$ cat config.mk
export PLATFORM = sky130hd
export DESIGN_NAME = mpl_seed_set_duplicate_filter_core
export DESIGN_NICKNAME = d
export VERILOG_FILES = /design/src/design/mplsf_pkg.sv /design/src/design/mpl_seed_set_duplicate_filter_core.sv
export SDC_FILE = /design/constraint.sdc
export NUM_CORES = 1
export LEC_CHECK = 0
export BUFFER_PORTS_ARGS = -buffer_cell sky130_fd_sc_hd__buf_2
export CAP_MARGIN = 40
export CORE_UTILIZATION = 40
export CTS_CLUSTER_DIAMETER = 100
export CTS_CLUSTER_SIZE = 8
export DETAILED_ROUTE_END_ITERATION = 12
export HOLD_SLACK_MARGIN = 0.12
export PLACE_DENSITY = 0.59
export SLEW_MARGIN = 20
export SYNTH_ARGS = -nofsm -noshare
export SYNTH_HDL_FRONTEND = slang
export SYNTH_SLANG_ARGS = --single-unit
export TNS_END_PERCENT = 20
$ cat constraint.sdc
create_clock -name clk_i -period 11.6 [get_ports clk_i]
set_input_delay 0 -clock clk_i [delete_from_list [all_inputs] [get_ports clk_i]]
set_output_delay 0 -clock clk_i [all_outputs]
set_load 0.01 [all_outputs]
$ cat src/design/mplsf_pkg.sv
// ----------------------------------------------------------------------------
// MPL seed-set duplicate filter package
// Shared types and constants for the seed-set duplicate filter.
// ----------------------------------------------------------------------------
`default_nettype none

package mplsf_pkg;

  // Number of seed table entries and the width of an entry index.
  localparam int unsigned SEED_ENTRIES = 32;
  localparam int unsigned IDX_W        = (SEED_ENTRIES > 1) ? $clog2(SEED_ENTRIES) : 1;

  // Fixed field widths.
  localparam int unsigned SEED_W       = 16;
  localparam int unsigned SEQ_W        = 8;
  localparam int unsigned LIFE_W       = 8;
  localparam int unsigned ENTRY_IDX_W  = 5;

  // Reset value of the entry lifetime register.
  localparam logic [LIFE_W-1:0] LIFETIME_RESET = 8'd4;

  // Operation codes.
  localparam logic OP_CHECK = 1'b0;
  localparam logic OP_TICK  = 1'b1;

  // Seed id length codes.
  localparam logic [1:0] LEN_ELIDED  = 2'd0;
  localparam logic [1:0] LEN_TWO_OCT = 2'd1;

  // Verdict codes.
  typedef enum logic [2:0] {
    V_NEW       = 3'd0,
    V_LOCAL     = 3'd1,
    V_MALFORMED = 3'd2,
    V_STALE     = 3'd3,
    V_FULL      = 3'd4,
    V_TICK      = 3'd5
  } verdict_e;

  // Sequencer states.
  typedef enum logic [1:0] {
    ST_IDLE,
    ST_TICK,
    ST_SCAN,
    ST_RESOLVE
  } state_e;

  // Input item.
  typedef struct packed {
    logic              opcode;
    logic              option_complete;
    logic [1:0]        length_code;
    logic [SEED_W-1:0] option_seed_id;
    logic [SEED_W-1:0] source_low_bits;
    logic [SEQ_W-1:0]  sequence_req;
    logic              is_outbound;
  } cmd_t;

  // Result item.
  typedef struct packed {
    verdict_e               verdict;
    logic [SEED_W-1:0]      effective_seed;
    logic [ENTRY_IDX_W-1:0] entry_index;
    logic                   restart_lifetime_timer;
  } result_t;

endpackage

`default_nettype wire

$ cat src/design/mpl_seed_set_duplicate_filter_core.sv
// A malformed option gives its result in the cycle after it is taken. A tick walks all
// SEED_ENTRIES entries, one per cycle, and its result is registered at the end of the walk.
// A check walks entries up to the first live match (at most SEED_ENTRIES), then a resolve
// state does the sequence compare and table write; its result is registered there.
// The core takes one item at a time: busy stays high while a tick or check walks, so a new
// item is taken only once the core is idle again. Reset frees every entry and loads the
// lifetime register with 4; results cannot be stalled.
// ----------------------------------------------------------------------------
// MPL seed-set duplicate filter core
// Seed table with a sequential entry walk that filters duplicate MPL messages
// and ages entry lifetimes on tick items.
// ----------------------------------------------------------------------------
`default_nettype none

module mpl_seed_set_duplicate_filter_core
  import mplsf_pkg::*;
(
  input  wire logic              clk_i,
  input  wire logic              rst_ni,
  input  wire logic              start,
  output logic                   busy,
  input  wire cmd_t              cmd_i,
  output logic                   done_o,
  output result_t                result_o,
  input  wire logic              cfg_we_i,
  input  wire logic [LIFE_W-1:0] cfg_wdata_i
);

  localparam logic [IDX_W-1:0] LAST_IDX = IDX_W'(SEED_ENTRIES - 1);

  // Seed table storage. Lifetimes are cleared by reset; ids and sequences
  // are only read for live entries, so they need no reset.
  logic [LIFE_W-1:0] lifetime_q [SEED_ENTRIES];
  logic [SEED_W-1:0] seed_mem   [SEED_ENTRIES];
  logic [SEQ_W-1:0]  seq_mem    [SEED_ENTRIES];

  // Sequencer and item registers.
  state_e            state_q, state_d;
  logic [IDX_W-1:0]  idx_q, idx_d;
  logic [IDX_W-1:0]  tgt_q, tgt_d;
  logic [IDX_W-1:0]  free_idx_q, free_idx_d;
  logic              have_free_q, have_free_d;
  logic              matched_q, matched_d;
  logic              any_live_q, any_live_d;
  logic [SEED_W-1:0] seed_q, seed_d;
  logic [SEQ_W-1:0]  seq_q, seq_d;
  logic              outbound_q, outbound_d;
  logic [LIFE_W-1:0] entry_lifetime_q;
  logic              done_q, done_d;
  result_t           result_q, result_d;

  // Table write controls.
  logic              lt_we;
  logic [IDX_W-1:0]  lt_addr;
  logic [LIFE_W-1:0] lt_wdata;
  logic              ent_we;

  // Values read at the walk index and at the resolve target.
  logic [LIFE_W-1:0] cur_life;
  logic              cur_live;
  logic [SEQ_W-1:0]  diff;
  logic              stale;
  logic              accept;

  assign accept   = start && !busy;
  assign busy     = (state_q != ST_IDLE);
  assign cur_life = lifetime_q[idx_q];
  assign cur_live = (cur_life != '0);
  assign diff     = seq_q - seq_mem[tgt_q];
  assign stale    = (diff == '0) || diff[SEQ_W-1];

  assign done_o   = done_q;
  assign result_o = result_q;

  // Next state, walk bookkeeping and result formation.
  always_comb begin
    state_d     = state_q;
    idx_d       = idx_q;
    tgt_d       = tgt_q;
    free_idx_d  = free_idx_q;
    have_free_d = have_free_q;
    matched_d   = matched_q;
    any_live_d  = any_live_q;
    seed_d      = seed_q;
    seq_d       = seq_q;
    outbound_d  = outbound_q;
    done_d      = 1'b0;
    result_d    = result_q;
    lt_we       = 1'b0;
    lt_addr     = idx_q;
    lt_wdata    = cur_life - LIFE_W'(1);
    ent_we      = 1'b0;

    case (state_q)
      ST_IDLE: begin
        if (accept) begin
          idx_d       = '0;
          have_free_d = 1'b0;
          matched_d   = 1'b0;
          any_live_d  = 1'b0;
          seq_d       = cmd_i.sequence_req;
          outbound_d  = cmd_i.is_outbound;
          seed_d      = (cmd_i.length_code == LEN_ELIDED) ? cmd_i.source_low_bits
                                                          : cmd_i.option_seed_id;
          if (cmd_i.opcode == OP_TICK) begin
            state_d = ST_TICK;
          end else if (!cmd_i.option_complete ||
                       (cmd_i.length_code != LEN_ELIDED &&
                        cmd_i.length_code != LEN_TWO_OCT)) begin
            done_d   = 1'b1;
            result_d = '{verdict: V_MALFORMED, effective_seed: '0,
                         entry_index: '0, restart_lifetime_timer: 1'b0};
          end else begin
            state_d = ST_SCAN;
          end
        end
      end

      // Age one live entry per cycle.
      ST_TICK: begin
        if (cur_live) begin
          lt_we      = 1'b1;
          any_live_d = 1'b1;
        end
        idx_d = idx_q + IDX_W'(1);
        if (idx_q == LAST_IDX) begin
          state_d  = ST_IDLE;
          done_d   = 1'b1;
          result_d = '{verdict: V_TICK, effective_seed: '0, entry_index: '0,
                       restart_lifetime_timer: any_live_q || cur_live};
        end
      end

      // Look for the first live match, noting the first free entry.
      ST_SCAN: begin
        if (!cur_live && !have_free_q) begin
          have_free_d = 1'b1;
          free_idx_d  = idx_q;
        end
        idx_d = idx_q + IDX_W'(1);
        if (cur_live && seed_mem[idx_q] == seed_q) begin
          matched_d = 1'b1;
          tgt_d     = idx_q;
          state_d   = ST_RESOLVE;
        end else if (idx_q == LAST_IDX) begin
          tgt_d   = (!cur_live && !have_free_q) ? idx_q : free_idx_q;
          state_d = ST_RESOLVE;
        end
      end

      // Compare sequences or claim the free entry, then report.
      ST_RESOLVE: begin
        state_d = ST_IDLE;
        done_d  = 1'b1;
        if (matched_q && stale) begin
          result_d = '{verdict: outbound_q ? V_LOCAL : V_STALE, effective_seed: seed_q,
                       entry_index: ENTRY_IDX_W'(tgt_q), restart_lifetime_timer: 1'b0};
        end else if (matched_q || have_free_q) begin
          lt_we    = 1'b1;
          lt_addr  = tgt_q;
          lt_wdata = entry_lifetime_q;
          ent_we   = 1'b1;
          result_d = '{verdict: V_NEW, effective_seed: seed_q,
                       entry_index: ENTRY_IDX_W'(tgt_q), restart_lifetime_timer: 1'b1};
        end else begin
          result_d = '{verdict: outbound_q ? V_LOCAL : V_FULL, effective_seed: seed_q,
                       entry_index: '0, restart_lifetime_timer: 1'b0};
        end
      end

      default: begin
        state_d = ST_IDLE;
      end
    endcase
  end

  // Control registers.
  always_ff @(posedge clk_i or negedge rst_ni) begin
    if (!rst_ni) begin
      state_q          <= ST_IDLE;
      done_q           <= 1'b0;
      entry_lifetime_q <= LIFETIME_RESET;
    end else begin
      state_q <= state_d;
      done_q  <= done_d;
      if (cfg_we_i) begin
        entry_lifetime_q <= cfg_wdata_i;
      end
    end
  end

  // Item and walk registers.
  always_ff @(posedge clk_i) begin
    idx_q       <= idx_d;
    tgt_q       <= tgt_d;
    free_idx_q  <= free_idx_d;
    have_free_q <= have_free_d;
    matched_q   <= matched_d;
    any_live_q  <= any_live_d;
    seed_q      <= seed_d;
    seq_q       <= seq_d;
    outbound_q  <= outbound_d;
    result_q    <= result_d;
  end

  // Lifetime array; reset frees every entry.
  always_ff @(posedge clk_i or negedge rst_ni) begin
    if (!rst_ni) begin
      for (int i = 0; i < SEED_ENTRIES; i++) begin
        lifetime_q[i] <= '0;
      end
    end else if (lt_we) begin
      lifetime_q[lt_addr] <= lt_wdata;
    end
  end

  // Seed id and sequence arrays.
  always_ff @(posedge clk_i) begin
    if (ent_we) begin
      seed_mem[tgt_q] <= seed_q;
      seq_mem[tgt_q]  <= seq_q;
    end
  end

endmodule

`default_nettype wire

# [Word level (Yosys, flattened, before mapping)]
# Memories as Yosys holds them, arrays and structs flattened. A register that Yosys moved wholly into a read port is not among the register bits.
# Cells that the tools add are included.
[classes] n_lt_le_gt_ge=3 bitwise=2 reduce_logical=34 mux=55 add_sub_neg=3 n_eq_ne=15
[ops] operator="bitwise mux 256 bit" n=1
[ops] operator="2-to-1 mux 25 bit" n=6
[ops] operator="case mux 25 bit (3 select lines)" n=1
[ops] operator="2-to-1 mux 8 bit" n=6
[ops] operator="2-to-1 mux 5 bit" n=9
[ops] operator="binary-select mux 8 bit (select 5 bit)" n=1
[ops] operator="demux 8 bit (select 5 bit)" n=1
[ops] operator="equality test 16 bit" n=1
[ops] operator="2-to-1 mux 16 bit" n=1
[ops] operator="2-to-1 mux 1 bit" n=14
[ops] operator="2-to-1 mux 2 bit" n=7
[ops] operator="inequality test 2 bit (second input constant)" n=7
[ops] operator="greater-or-equal comparator 6 bit (second input constant)" n=2
[ops] operator="inverter 5 -> 6 bit" n=2
[ops] operator="nonzero test 2 bit" n=6
[ops] operator="case mux 5 bit (2 select lines)" n=1
[ops] operator="AND reduction 3 bit" n=3
[ops] operator="logical NOT 8 bit" n=1
[ops] operator="case mux 1 bit (2 select lines)" n=4
[ops] operator="case mux 2 bit (4 select lines)" n=1
[ops] operator="nonzero test 8 bit" n=1
[ops] operator="subtractor 8 x 1 -> 8 bit (second input constant)" n=1
[ops] operator="subtractor 8 bit" n=1
[ops] operator="logical AND 1 bit" n=6
[ops] operator="other kinds (17)" n=28
[totals] register_bits=335 elab_cells=162 mem_bits_rw=768 out_inout_bits=27 mem_count=2
[memory_table] memory="seed_mem" words=32 word_bits=16 read_ports=1 rd_clocked_by_memory_dff=1 write_ports=1 line_no="mpl_seed_set_duplicate_filter_core.sv:34" text="logic [SEED_W-1:0] seed_mem [SEED_ENTRIES];"
[memory_table] memory="seq_mem" words=32 word_bits=8 read_ports=1 rd_clocked_by_memory_dff=1 write_ports=1 line_no="mpl_seed_set_duplicate_filter_core.sv:35" text="logic [SEQ_W-1:0] seq_mem [SEED_ENTRIES];"

# [Depth between registers and ports, before layout]
[logic_depth] word_depth=12 mapped_depth=21 mapped_depth_nobuf=14

# [Least setup slack after synthesis]
# OpenSTA, ideal clock, no wires.
[synth_path] path_type="reg2reg" startpoint="register with a tool-made name" endpoint="memory seed_mem[6][0], enable pin" path_stages_with_launch=20 arrival_ns=6.341 setup_slack_ns=4.824 path_buffers=7 path_cell_list="dfxtp_1 buf_4 buf_1 buf_1 mux4_2 mux4_2 mux2i_1 ha_1 o21ai_0 a21boi_0 o21ai_0 nand2b_1 xnor2_1 a32o_1 buf_6 or2_1 buf_6 buf_4 buf_1 nor3_1"
[synth_rtl] element="end: declaration" line_no="mpl_seed_set_duplicate_filter_core.sv:34"

==> key figures <==
Status
  • Run status: complete, but fails checks
  • Failing checks: design-rule violations

Global routing
  • Residual overflow from global routing: 0
  • Global-route wire length before repair: 184000 µm
  • Total GRT Usage: 21.7%
  • Maximum number of pins on one net before global-route repair: 132
  • Via count of the first global-routing pass: 26627
  • Initial antenna violation count: 2

Pwr
  • Sequential share of power: 37.3%
  • Cell-internal power: 9060 µW
  • Net Switching: 4680 µW
  • Power per cell area: 248 nW/µm²
  • Maximum resistive drop on vdd: 0.000232 V
  • Comb power frac: 32.5%
  • Leakage Power: 0.0203 µW
  • Clock network fraction of total power: 30.3%
  • Sw Ratio: 34.0%

Setup path
  • Sequence of cells on the critical path: buf_4, mux4_2, mux4_2, mux2i_1, ha_1, nor2b_1, o21ai_0, a21boi_0, o21ai_0, nand2b_1, xnor2_1, a32o_1, buf_8, or2_4, buf_4, mux2_2, mux2_2
  • CP Data Required Time: 12.21 ns
  • Critical path fanouts, max: 37
  • Cells on worst reg2reg path: 17
  • Highest cell delay on the worst timing path: 0.72 ns
  • Internal reg-to-reg setup slack: 4.61 ns
  • Start-to-end type of the worst setup path: reg -> reg
  • Setup crit start kind: register
  • Terminus of the critical flop-to-flop path: lifetime_q[216]$_DFFE_PN0P_
  • Worst path buffer plus inverter count: 3
  • Slowest library cell on the worst path: sky130_fd_sc_hd__buf_4
  • Number of gates on the worst path with buffers counted: 17
  • Worst endpoint data arrival time: 7.60 ns
  • CP Capture Type: register
  • CP delay by family, top: multiplexers

Yosys
  • Sequential element share of the synthesized area: 68.4%
  • Proportion of synthesized flip-flops having asynchronous set or reset: 24.0%
  • Mean Syn Cell Area: 17.9 µm²
  • Most instantiated cells after synthesis: 836 x sky130_fd_sc_hd__edfxtp_1, 290 x sky130_fd_sc_hd__mux2_2, 266 x sky130_fd_sc_hd__dfrtp_1
  • Syn Std Cell Area: 46800 µm²
  • Ys Warns: 0
  • Synth area leader: sky130_fd_sc_hd__edfxtp_1
  • Area fraction in and, or, nand and nor cells after synthesis: 3.88%
  • Parity-gate share of the synthesized area counting xor and xnor cells: 0.599%
  • Synth Flop Type: sky130_fd_sc_hd__edfxtp_1
  • Number of register bits inferred by synthesis: 1113
  • Largest cells by area after synthesis: sky130_fd_sc_hd__edfxtp_1 54%, sky130_fd_sc_hd__dfrtp_1 14%, sky130_fd_sc_hd__mux4_2 8.7%
  • Area fraction in compound gates after synthesis: 3.49%
  • Number of enable flip-flop cells after synthesis: 836
  • Yosys top cell area share: 53.7%
  • Main combinational cell family by area after synthesis: multiplexers
  • Post-synthesis mux area share: 21.4%
  • Adder-Cell Fraction of Synth Area: 0.417%
  • Mapped Cells: 2608
  • Number of library cell types mapped by synthesis: 69
  • Library cell with the highest instance count after synthesis: sky130_fd_sc_hd__edfxtp_1
  • Total nets after synthesis: 2680

STA
  • Top achievable clock speed: 143 MHz
  • Final setup violation count: 0
  • Worst Tran Pin Value: 0.905 ns
  • Setup repair after global routing missed its margin: no
  • Setup TNS: 0 ns
  • Hold slack: 0.186 ns
  • Max-slew headroom: 39.6%
  • Final period demand of the worst path: 6.99 ns
  • Final worst-path setup slack: 4.61 ns
  • Number of slew-limit violations in the final report: 0
  • Count of endpoints failing hold in the final timing report: 0
  • Final critical-path share of the clock period: 60.3%
  • Setup Skew: 0.0396 ns

Placed design
  • Number of buffers added on ports: 83
  • Placer congestion estimate: 0.843
  • Post-Place Worst Slack: 4.61 ns
  • Placed Instance Area: 49500 µm²
  • Post-detail-place hpwl: 70700 µm

Clocking
  • TritonCTS buffer count: 157
  • Post-CTS Repair Setup Buffers: 0
  • TritonCTS Sinks: 1113
  • H-tree levels: 4
  • Cell at the root of the clock tree: sky130_fd_sc_hd__clkbuf_16
  • CTS resizes: 0
  • Latest clock arrival within the worst-skew pair: 0.76 ns
  • Number of hold buffers added after cts: 113
  • Clock Pin Slew Worst Setup and Hold Paths: 0.05 ns
  • Clock tree from TritonCTS: yes
  • Clock tree buffer depth: 3

Floorplan
  • # rows: 125
  • Core Box Area: 116000 µm²
  • Total Die Area: 118000 µm²
  • Die Ht: 344 µm
  • Initial cell density of the core: 40.3%
  • Top-level I/O count: 84
  • Overall die width: 344 µm

Route
  • Residual antenna-violating net count after detailed routing: 0
  • Vias per cell: 5.78
  • WL per Instance: 28.4 µm
  • DRC Markers: 4
  • Drt first pass iters: 11
  • Via count: 26003
  • Violation count after the first detailed-route iteration: 2551
  • Final wirelength: 128000 µm

Worst hold path
  • Path type of the worst min-delay path: in -> reg
  • Hold Path Cell Cnt: 3
  • Startpoint of the worst hold path: cfg_we_i
  • Sink of the worst hold path: entry_lifetime_q[6]$_DFFE_PN0P_

Cells and area
  • Post-route design area: 55300 µm²
  • Nets@finish: 2985
  • Ratio of cells with drive above 1 in the final layout: 31.7%
  • Area growth syn-to-layout: 18.3%

Run
  • Max Cap Viol: 0
==> layout make-up <==
type | count | area [µm²]
Sequential cell | 1113 | 32000
Inverter | 22 | 82.6
Clock buffer | 206 | 4160
Fill cell | 9592 | 60700
Antenna cell | 1 | 2.50
Multi-Input combinational cell | 1308 | 14100
Clock inverter | 14 | 272
Timing Repair Buffer | 311 | 2790
Tap cell | 1524 | 1910
==> per-stage QoR <==
| stage | power [µW] | cells | util, % |
|---|---|---|---|
| 2_1_floorplan | 7890 | 2608 | - |
| 3_3_place_gp | 9170 | 4122 | 42.3 |
| 3_5_place_dp | 9540 | 4148 | 42.6 |
| 4_1_cts | 13700 | 4481 | 47.5 |
| 5_1_grt | 14300 | 4498 | 47.7 |
| 6_report | 13700 | 4499 | 47.7 |
==> cell families (layout without fill, tap and decap cells) <==
family / Yosys count / in the layout
flip-flops: 1113 / 1113
multiplexers: 712 / 712
AND/OR/NAND/NOR: 337 / 337
AO/OA/AOI/OAI: 212 / 212
buffers and inverters: 187 / 553
XOR/XNOR: 32 / 32
adder cells (fa/ha/maj): 15 / 15
other: 0 / 1
==> worst min-delay path, stage by stage <==
cell and delay [ns]:
sky130_fd_sc_hd__buf_2 0.19, sky130_fd_sc_hd__mux2_2 0.18, sky130_fd_sc_hd__dlygate4sd3_1 0.53
==> worst max-delay path by stage <==
stage                         from  slack (ns)                          end
after floorplan           register        4.82     seed_mem[6][0]$_DFFE_PP_
after global placement    register        4.23  lifetime_q[255]$_DFFE_PN0P_
after detailed placement  register        4.61   lifetime_q[24]$_DFFE_PN0P_
after CTS                 register        4.59  lifetime_q[216]$_DFFE_PN0P_
after global routing      register        4.21   lifetime_q[63]$_DFFE_PN0P_
final                     register        4.61  lifetime_q[216]$_DFFE_PN0P_
==> power by group through the flow <==
stage               Sequential [µW]  Combinational, µW  Clock [µW]
floorplan                      5140               2750           0
global placement               5240               3930           0
detailed placement             5240               4290           0
CTS                            5180               4340        4230
global route                   5160               4740        4380
finish                         5120               4460        4160
==> registers in the layout, summed over array words and instances, names as in the netlist, named ones only <==
| name | cells |
|---|---|
| seq_q | 8 |
| done_o | 1 |
| seed_mem | 512 |
| have_free_q | 1 |
| result_o | 25 |
| any_live_q | 1 |
| outbound_q | 1 |
| tgt_q | 5 |
| free_idx_q | 5 |
| state_q | 2 |
| seed_q | 16 |
| lifetime_q | 256 |
| entry_lifetime_q | 8 |
| seq_mem | 256 |
| matched_q | 1 |
| idx_q | 5 |
==> cell usage in the layout (no fill, tap or decap), types with 33 or more instances in the layout <==
master                          Yosys  final
sky130_fd_sc_hd__and2_1            42     33
sky130_fd_sc_hd__a22oi_1           89     89
sky130_fd_sc_hd__mux2i_1          213    213
sky130_fd_sc_hd__mux2_2           290    290
sky130_fd_sc_hd__nor2_1            53     46
sky130_fd_sc_hd__nand3_1           59     59
sky130_fd_sc_hd__dlygate4sd3_1      0    112
sky130_fd_sc_hd__edfxtp_1         836    836
sky130_fd_sc_hd__clkbuf_1          75     47
sky130_fd_sc_hd__buf_2             42     84
sky130_fd_sc_hd__clkbuf_16          0    159
sky130_fd_sc_hd__nand2_1           50     50
sky130_fd_sc_hd__buf_4             18     75
sky130_fd_sc_hd__dfrtp_1          266    266
sky130_fd_sc_hd__mux4_2           181    181
==> metal layers <==
metal	global-route usage, %	routed length, µm
met1	29.5	53100
met2	34.3	60900
met3	5.11	10200
met4	7.21	3450
met5	0	13
Power figures use the tool's default switching activity.
